$ cat config.mk
export PLATFORM = sky130hd
export DESIGN_NAME = sort_unique_set_union_unit
export DESIGN_NICKNAME = d
export VERILOG_FILES = /design/src/hdl/sus_pkg.sv /design/src/hdl/sort_unique_set_union_unit.sv /design/src/hdl/sus_ram.sv /design/src/hdl/sus_ctrl.sv /design/src/hdl/sus_datapath.sv
export SDC_FILE = /design/constraint.sdc
export NUM_CORES = 2
export LEC_CHECK = 0
export ABC_AREA = 1
export BUFFER_PORTS_ARGS = -buffer_cell sky130_fd_sc_hd__buf_2
export CAP_MARGIN = 10
export CORE_MARGIN = 5
export CORE_UTILIZATION = 59
export CTS_BUF_LIST = sky130_fd_sc_hd__clkbuf_4 sky130_fd_sc_hd__clkbuf_8
export CTS_CLUSTER_DIAMETER = 40
export DETAILED_ROUTE_END_ITERATION = 12
export PLACE_DENSITY = 0.76
export SYNTH_ARGS = -nofsm -noshare
export SYNTH_HDL_FRONTEND = slang
export SYNTH_SLANG_ARGS = --single-unit
$ cat constraint.sdc
create_clock -name clk -period 3.91 [get_ports clk]
set_clock_uncertainty 0.2 [all_clocks]
set_input_delay 0.9775 -clock clk [delete_from_list [all_inputs] [get_ports clk]]
set_output_delay 0.9775 -clock clk [all_outputs]
set_load 0.02 [all_outputs]
$ cat src/hdl/sus_pkg.sv
// Shared types and constants for the sort/unique set union unit.
// Used by the controller, the datapath and the top level.
`timescale 1ns / 1ps

package sus_pkg;

    localparam int VALUE_W       = 32;
    localparam int MAX_ITEMS_DEF = 64;

    // Commands from the controller to the datapath
    typedef struct packed {
        logic load;        // take one input transfer into the store
        logic emit_empty;  // give the single empty result and clear the load
        logic init_pass;   // open the first scan pass of a run
        logic step;        // read the next stored element
        logic pass_end;    // close a pass: emit pending value or finish
    } sus_cmd_t;

    // Status from the datapath to the controller
    typedef struct packed {
        logic count_zero;  // no element stored
        logic scan_last;   // read address points at the last stored element
        logic found;       // current pass found a value above the previous one
    } sus_status_t;

endpackage

$ cat src/hdl/sort_unique_set_union_unit.sv
// Top level of the sort/unique set union unit.
// Depends on sus_pkg, sus_ctrl and sus_datapath.
//
// Usage:
//   Input: drive value, present and last with start; a transfer happens on a
//   clock edge where start is high and busy is low. Each transfer with present
//   set stores value; once MAX_ITEMS values are held, further ones are dropped
//   and overflow is reported on every result of the run.
//   A transfer with last set starts the run: busy rises and stays high until
//   the final result has been issued.
//   Output: each result shows on value_res/last_res/empty_res/overflow for one
//   cycle with strobe high. Results come in ascending signed order without
//   duplicates; last_res marks the final one. An empty load gives one result
//   with value_res 0, last_res 1 and empty_res 1. The receiver cannot stall.
//   Timing: loading accepts one transfer per cycle. In a run, each distinct
//   value costs one full scan of the store through its single read port, plus
//   one closing scan.
//   Reset (rst_n low, asynchronous) empties the store and clears the overflow
//   flag; busy is low afterwards.
`timescale 1ns / 1ps

module sort_unique_set_union_unit
    import sus_pkg::*;
#(
    parameter int MAX_ITEMS = MAX_ITEMS_DEF
) (
    input  logic                      clk,
    input  logic                      rst_n,
    input  logic                      start,
    output logic                      busy,
    input  logic signed [VALUE_W-1:0] value,
    input  logic                      present,
    input  logic                      last,
    output logic                      strobe,
    output logic signed [VALUE_W-1:0] value_res,
    output logic                      last_res,
    output logic                      empty_res,
    output logic                      overflow
);

    sus_cmd_t    cmd;
    sus_status_t status;

    sus_ctrl u_ctrl (
        .clk    (clk),
        .rst_n  (rst_n),
        .start  (start),
        .last   (last),
        .status (status),
        .cmd    (cmd),
        .busy   (busy)
    );

    sus_datapath #(
        .MAX_ITEMS (MAX_ITEMS)
    ) u_dp (
        .clk       (clk),
        .rst_n     (rst_n),
        .cmd       (cmd),
        .status    (status),
        .value     (value),
        .present   (present),
        .strobe    (strobe),
        .value_res (value_res),
        .last_res  (last_res),
        .empty_res (empty_res),
        .overflow  (overflow)
    );

endmodule

$ cat src/hdl/sus_ram.sv
// Generic simple dual-port RAM with registered read.
// No dependencies.
`timescale 1ns / 1ps

module sus_ram #(
    parameter int WIDTH = 32,
    parameter int DEPTH = 64
) (
    input  logic                     clk,
    input  logic                     we,
    input  logic [$clog2(DEPTH)-1:0] waddr,
    input  logic [WIDTH-1:0]         wdata,
    input  logic                     re,
    input  logic [$clog2(DEPTH)-1:0] raddr,
    output logic [WIDTH-1:0]         rdata
);

    logic [WIDTH-1:0] mem [DEPTH];

    always_ff @(posedge clk)
    begin
        if (we)
        begin
            mem[waddr] <= wdata;
        end
        if (re)
        begin
            rdata <= mem[raddr];
        end
    end

endmodule

$ cat src/hdl/sus_ctrl.sv
// Controller state machine for the sort/unique set union unit.
// Depends on sus_pkg for the command and status structs.
`timescale 1ns / 1ps

module sus_ctrl
    import sus_pkg::*;
(
    input  logic        clk,
    input  logic        rst_n,
    input  logic        start,
    input  logic        last,
    input  sus_status_t status,
    output sus_cmd_t    cmd,
    output logic        busy
);

    localparam logic [2:0] S_IDLE  = 3'd0;
    localparam logic [2:0] S_START = 3'd1;
    localparam logic [2:0] S_SCAN  = 3'd2;
    localparam logic [2:0] S_DRAIN = 3'd3;
    localparam logic [2:0] S_PASS  = 3'd4;

    logic [2:0] state_reg;
    logic [2:0] state_next;

    always_ff @(posedge clk or negedge rst_n)
    begin
        if (!rst_n)
        begin
            state_reg <= S_IDLE;
        end
        else
        begin
            state_reg <= state_next;
        end
    end

    always_comb
    begin
        state_next = state_reg;
        cmd        = '0;
        case (state_reg)
            S_IDLE:
            begin
                cmd.load = start;
                if (start && last)
                begin
                    state_next = S_START;
                end
            end
            S_START:
            begin
                if (status.count_zero)
                begin
                    cmd.emit_empty = 1'b1;
                    state_next     = S_IDLE;
                end
                else
                begin
                    cmd.init_pass = 1'b1;
                    state_next    = S_SCAN;
                end
            end
            S_SCAN:
            begin
                cmd.step = 1'b1;
                if (status.scan_last)
                begin
                    state_next = S_DRAIN;
                end
            end
            // wait for the last read of the pass to be compared
            S_DRAIN:
            begin
                state_next = S_PASS;
            end
            S_PASS:
            begin
                cmd.pass_end = 1'b1;
                state_next   = status.found ? S_SCAN : S_IDLE;
            end
            default:
            begin
                state_next = S_IDLE;
            end
        endcase
    end

    assign busy = (state_reg != S_IDLE);

endmodule

$ cat src/hdl/sus_datapath.sv
// Datapath: element store, scan registers for the minimum search, result registers.
// Depends on sus_pkg and sus_ram.
`timescale 1ns / 1ps

module sus_datapath
    import sus_pkg::*;
#(
    parameter int MAX_ITEMS = MAX_ITEMS_DEF
) (
    input  logic                      clk,
    input  logic                      rst_n,
    input  sus_cmd_t                  cmd,
    output sus_status_t               status,
    input  logic signed [VALUE_W-1:0] value,
    input  logic                      present,
    output logic                      strobe,
    output logic signed [VALUE_W-1:0] value_res,
    output logic                      last_res,
    output logic                      empty_res,
    output logic                      overflow
);

    localparam int AW = $clog2(MAX_ITEMS);
    localparam int CW = $clog2(MAX_ITEMS + 1);

    logic [CW-1:0]              count_reg;
    logic                       ovf_reg;
    logic [AW-1:0]              idx_reg;
    logic                       rd_valid_reg;
    logic signed [VALUE_W-1:0]  cand_reg;
    logic                       found_reg;
    logic signed [VALUE_W-1:0]  prev_reg;
    logic                       have_prev_reg;
    logic signed [VALUE_W-1:0]  pend_reg;
    logic                       pend_valid_reg;

    logic                       strobe_reg;
    logic signed [VALUE_W-1:0]  value_res_reg;
    logic                       last_res_reg;
    logic                       empty_res_reg;
    logic                       overflow_reg;

    logic                       room;
    logic                       wr_en;
    logic [VALUE_W-1:0]         rd_data;
    logic signed [VALUE_W-1:0]  rd_value;
    logic                       better;

    assign room  = (count_reg < CW'(MAX_ITEMS));
    assign wr_en = cmd.load && present && room;

    sus_ram #(
        .WIDTH (VALUE_W),
        .DEPTH (MAX_ITEMS)
    ) u_store (
        .clk   (clk),
        .we    (wr_en),
        .waddr (count_reg[AW-1:0]),
        .wdata (value),
        .re    (cmd.step),
        .raddr (idx_reg),
        .rdata (rd_data)
    );

    assign rd_value = $signed(rd_data);

    // smallest value strictly above the previously taken one
    assign better = rd_valid_reg
                    && (!have_prev_reg || (rd_value > prev_reg))
                    && (!found_reg || (rd_value < cand_reg));

    assign status.count_zero = (count_reg == '0);
    assign status.scan_last  = (CW'(idx_reg) == (count_reg - CW'(1)));
    assign status.found      = found_reg;

    always_ff @(posedge clk or negedge rst_n)
    begin
        if (!rst_n)
        begin
            count_reg      <= '0;
            ovf_reg        <= 1'b0;
            idx_reg        <= '0;
            rd_valid_reg   <= 1'b0;
            found_reg      <= 1'b0;
            have_prev_reg  <= 1'b0;
            pend_valid_reg <= 1'b0;
            strobe_reg     <= 1'b0;
        end
        else
        begin
            strobe_reg   <= 1'b0;
            rd_valid_reg <= cmd.step;

            if (cmd.load && present)
            begin
                if (room)
                begin
                    count_reg <= count_reg + CW'(1);
                end
                else
                begin
                    ovf_reg <= 1'b1;
                end
            end

            if (cmd.step)
            begin
                idx_reg <= idx_reg + AW'(1);
            end

            if (better)
            begin
                found_reg <= 1'b1;
            end

            if (cmd.emit_empty)
            begin
                strobe_reg <= 1'b1;
                count_reg  <= '0;
                ovf_reg    <= 1'b0;
            end

            if (cmd.init_pass)
            begin
                idx_reg        <= '0;
                found_reg      <= 1'b0;
                have_prev_reg  <= 1'b0;
                pend_valid_reg <= 1'b0;
            end

            if (cmd.pass_end)
            begin
                idx_reg   <= '0;
                found_reg <= 1'b0;
                if (found_reg)
                begin
                    // hold the new value back until we know whether it is final
                    strobe_reg     <= pend_valid_reg;
                    pend_valid_reg <= 1'b1;
                    have_prev_reg  <= 1'b1;
                end
                else
                begin
                    strobe_reg     <= 1'b1;
                    pend_valid_reg <= 1'b0;
                    have_prev_reg  <= 1'b0;
                    count_reg      <= '0;
                    ovf_reg        <= 1'b0;
                end
            end
        end
    end

    // payload registers
    always_ff @(posedge clk)
    begin
        if (better)
        begin
            cand_reg <= rd_value;
        end

        if (cmd.emit_empty)
        begin
            value_res_reg <= '0;
            last_res_reg  <= 1'b1;
            empty_res_reg <= 1'b1;
            overflow_reg  <= ovf_reg;
        end

        if (cmd.pass_end)
        begin
            value_res_reg <= pend_reg;
            last_res_reg  <= !found_reg;
            empty_res_reg <= 1'b0;
            overflow_reg  <= ovf_reg;
            if (found_reg)
            begin
                pend_reg <= cand_reg;
                prev_reg <= cand_reg;
            end
        end
    end

    assign strobe    = strobe_reg;
    assign value_res = value_res_reg;
    assign last_res  = last_res_reg;
    assign empty_res = empty_res_reg;
    assign overflow  = overflow_reg;

endmodule

# Word-level counts from Yosys, hierarchy flattened
# Memory sizes are Yosys's and may differ from the RTL's. A register that Yosys moved wholly into a read port is not among the register bits.
# Cells that the tools add are included.
# Widths: inputs -> output; s select.
[classes]
order_cmp = 3
eq_ne = 7
add_sub_neg = 3
n_mux = 41
n_reduce_logical = 18
[op_table]
columns = ["op", "n"]
rows = [
  ["$mux 32", 2],
  ["$mux 7", 5],
  ["$gt 32x32->1", 1],
  ["$lt 32x32->1", 1],
  ["$mux 1", 25],
  ["$mux 6", 3],
  ["$pmux 3 s5", 1],
  ["$reduce_bool 3->1", 3],
  ["$add 7x1->7 const B", 1],
  ["$eq 6x7->1", 1],
  ["$logic_not 7->1", 1],
  ["$lt 7x7->1 const B", 1],
  ["$sub 7x1->7 const B", 1],
  ["$add 6x1->6 const B", 1],
  ["$eq 3x2->1 const B", 2],
  ["$mux 2", 3],
  ["$mux 3", 2],
  ["$logic_and 1x1->1", 5],
  ["$reduce_and 2->1", 2],
  ["$reduce_bool 2->1", 2],
  ["$eq 3x1->1 const B", 1],
  ["$eq 3x3->1 const B", 1],
  ["$logic_not 3->1", 1],
  ["$logic_not 1->1", 2],
  ["3 further kinds", 4],
]
[word_totals]
register_bits = 120
n_memories = 1
ram_bits = 2048
[memory_table]
columns = ["memory", "words", "word_bits", "read_ports", "rd_clocked_by_memory_dff", "wr", "line_no", "rtl"]
rows = [
  ["u_dp.u_store.mem", 64, 32, 1, 1, 1, "sus_ram.sv:18", "logic [WIDTH-1:0] mem [DEPTH];"],
]

# Longest topological paths before layout
[logic_depth]
ltp_word = 7
ltp_mapped = 18

# By module
# Synthesis repeated with hierarchy kept, for this count alone.
[hier_totals]
hier_cells = 7358
hier_area_um2 = 89165.5
[by_module_without_submodules]
columns = ["mod", "cells_each", "area_each_um2", "n_inst", "seq_area_each_um2"]
rows = [
  ["sus_ram", 6769, 83058.4, 1, 62459.9],
  ["sus_datapath", 560, 5906.9, 1, 3413.3],
  ["sus_ctrl", 29, 200.2, 1, 75.1],
]

# Least setup slack after synthesis
# No wires, ideal clock.
[synth_timing]
path_type = "input to register"
startpoint = "input port present"
endpoint = "memory u_dp.u_store.mem[31][0], enable pin"
path_slack_ps = -708
cell_stages = 8
t_required_ps = 3249
arrival_time_ps = 3957
path_cell_list = "nand4_1 -> nor2_4 -> inv_1 -> nor2_4 -> inv_1 -> nor2_2 -> nand2_1 -> nor3_1"
[synth_between]
elab_chain_cells = 4
[synth_lines]
columns = ["item", "line_no", "rtl"]
rows = [
  ["start: declaration", "sort_unique_set_union_unit.sv:32", "input logic present,"],
  ["$logic_and 1x1->1 (2 in series)", "sus_datapath.sv:50", "assign wr_en = cmd.load && present && room;"],
  ["$mux 1", "sus_ram.sv:22", "if (we)"],
  ["$mux 1 (not written as such)", "sus_ram.sv:24", "mem[waddr] <= wdata;"],
  ["end: declaration", "sus_ram.sv:18", ""],
]
# Every way passes these cells.

==> impl_metrics.tcl <==
set metrics [dict create \
    p_total_mw 63.5 \
    ys_top_cells_by_area "edfxtp_1 76%, o21ai_0 5.9%, nor2_1 5.0%" \
    dp_cells 8144 \
    powerDensity_nw_per_um2 651 \
    multi_input_area_um2 18500 \
    synth_top_cells_by_count "2178 x edfxtp_1, 1153 x nor2_1, 1017 x o21ai_0" \
    syn_area_per_cell_um2 13.7 \
    seqCellArea_um2 66000 \
    nFillCells 9405 \
    max_slew_margin 0.144 \
    finalMaxSlewViolations 0 \
    dp_hpwl_mm 139 \
    hold_class "input pin to flip-flop" \
    crit_chain "inv_16 -> o21ai_0 -> o221ai_1 -> nand3_1 -> nand4_1 -> nand3_1 -> nand2_1" \
    maxCapViolations 0 \
    synth_edf_count 2178 \
    drc 0 \
    finalCritPeriodShare 0.893 \
    vdd.ir_drop.worst_mv 0.455 \
    grt_max_degree 162 \
    nets 6692 \
    regMostFlops "u_dp.u_store.mem" \
    dieArea_um2 154000 \
    grt_pass1_vias 55800 \
    largest_reg_flops 2048 \
    ys_async_sr_fraction 0.00955 \
    rsz0062_at_grt "false" \
    startpoint_type "flip-flop" \
    path_class "flip-flop to flip-flop" \
    ys.flop_type "edfxtp_1" \
    cts_root_buf "clkbuf_8" \
    synthCells 6319 \
    status "finished clean" \
    ios 74 \
    cts_tree "done" \
    clock-sinks 2200 \
    synth_cell_types 43 \
    drt_iter0_drc 9359 \
    die_width_um 393 \
    ant_nets 0 \
    firstDrtPassIters 7 \
    synthesis.area_um2 86400 \
    cts.htree.levels 5 \
    placed_area_um2 90800 \
    synth_top_area_share 0.757 \
    holdWs_ps 101 \
    die_y_um 393 \
    netlist.top_cell.by_area "edfxtp_1" \
    routed_via_density 6.60 \
    required_ps 4560 \
    place.gp.congestion 0.892 \
    drive_above_1_share 0.142 \
    setup_viol 0 \
    cpMostUsedCell "nand3_1" \
    synth_warnings 0 \
    initial_utilization 0.594 \
    numCtsBuffers 358 \
    antenna_found_initial 12 \
    tightest_slew_ps 1280 \
    vias 57800 \
    row_count 140 \
    ys_ff_latch 2200 \
    cts.path.max_buffers 4 \
    grt.overflow.total 0 \
    core_area_um2 146000 \
    critPathMaxFanout 161 \
    ys_seq_area_frac 0.763 \
    portBuffers 73 \
    grt_pass1_wl_mm 356 \
    area_growth_pct 12.8 \
    p_leak_nw 31.8 \
    clkLatencyLatePin_ps 1070 \
    max_freq_mhz 286 \
    wire_per_inst_um 27.7 \
    yosysMostFrequentCell "edfxtp_1" \
    routed_wl_mm 243 \
    design_area_um2 97500 \
    synth_nets 6422 \
    slowest_stage "dfrtp_4" \
    critical_path_arrival_ps 4150 \
    cp_slowest_stage_delay_ps 560 \
    period_needed_ps 3490 \
    cp-end-kind "flip-flop" \
    layout.cells.non_filler 8761 \
    grt_use_total 0.313 \
    fin_setup_tns_ps 0 \
    final_hold_viol_count 0 \
    clkSlewWorstSetupHoldPaths_ps 60 \
]
[layer usage]
metal / part of all wire / routed length (um) / up-vias / track usage
li1: - / - / 24400 / -
met1: 0.35 / 85000 / 28100 / 0.424
met2: 0.45 / 109000 / 4551 / 0.465
met3: 0.15 / 36100 / 733 / 0.0956
met4: 0.053 / 12800 / 8 / 0.156
met5: 0.00019 / 45 / - / 0
[cell type report]
cell class	count	share of cell area
clock inverters	134	0.00791
diodes	6	0.000154
clock buffers	475	0.0606
flip-flops and latches	2200	0.677
inverters	111	0.00486
repair buffers	348	0.0351
well taps	1917	0.0246
multi-input cells	3570	0.190
[final timing paths]
path	depth (start not counted)	from	to	slack, ps
min	3	last	u_ctrl.state_reg[0]$_DFFE_PN0P_	100
min in group asynchronous	2	rst_n	u_ctrl.state_reg[1]$_DFFE_PN0P_	280
min reg2reg	0	u_dp.cand_reg[12]$_DFFE_PP_	u_dp.prev_reg[12]$_DFFE_PP_	250
max	7	u_dp.idx_reg[1]$_DFFE_PN0P_	u_dp.u_store.rdata[4]$_DFFE_PP_	420
max in group asynchronous	2	rst_n	u_dp.idx_reg[0]$_DFFE_PN0P_	2730
max reg2reg	7	u_dp.idx_reg[1]$_DFFE_PN0P_	u_dp.u_store.rdata[4]$_DFFE_PP_	420
[where the power goes]
group | switching (mW) | total, mW | internal, mW | leakage, nW
Combinational | 12.2 | 17.0 | 4.72 | 8.37
Clock | 8.79 | 19.0 | 10.2 | 3.53
Sequential | 0.703 | 27.6 | 26.9 | 19.9
Total | 21.7 | 63.5 | 41.8 | 31.8
[logic make-up (layout without fill, tap and decap cells)]
logic type	after synthesis	after routing	synth area share
AO/OA/AOI/OAI	1727	1727	0.116
XOR/XNOR	7	7	0.000710
adder cells (fa/ha/maj)	66	66	0.00956
buffers and inverters	549	1068	0.0281
flip-flops	2200	2200	0.763
other	0	6	0
AND/OR/NAND/NOR	1770	1770	0.0828
[timing repair]
action | in CTS | in global routing
setup buffers | 0 | 0
endpoints found under the hold margin | 21 | 0
resized for setup | 0 | 0
hold buffers | 1 | 0
[cell usage in the layout, fill, tap and decap left out, types with 37 or more instances in the layout]
cell type / n
o211ai_1: 53
clkinv_2: 37
nand4_1: 74
ha_1: 66
buf_2: 73
clkbuf_4: 100
nand3_1: 212
buf_4: 195
nor2_4: 66
buf_12: 79
o22ai_1: 309
inv_1: 104
nor2_1: 1088
nand2_1: 314
o221ai_1: 203
o21ai_0: 1017
clkbuf_8: 375
clkinv_1: 76
edfxtp_1: 2178
a21oi_1: 102
[worst max-delay path, delay by kind of cell, from the launching register on]
| family | cells | cell delay, ps |
|---|---|---|
| AND/OR/NAND/NOR | 4 | 1320 |
| flip-flops | 1 | 560 |
| AO/OA/AOI/OAI | 2 | 500 |
| buffers and inverters | 1 | 270 |
[metrics by stage]
stage / setup WS (ps) / util
finish: 418 / 0.670
global route: 455 / 0.670
CTS: 647 / 0.670
detailed placement: 332 / 0.624
global placement: 316 / 0.624
floorplan: -708 / -
Power figures use the tool's default switching activity.
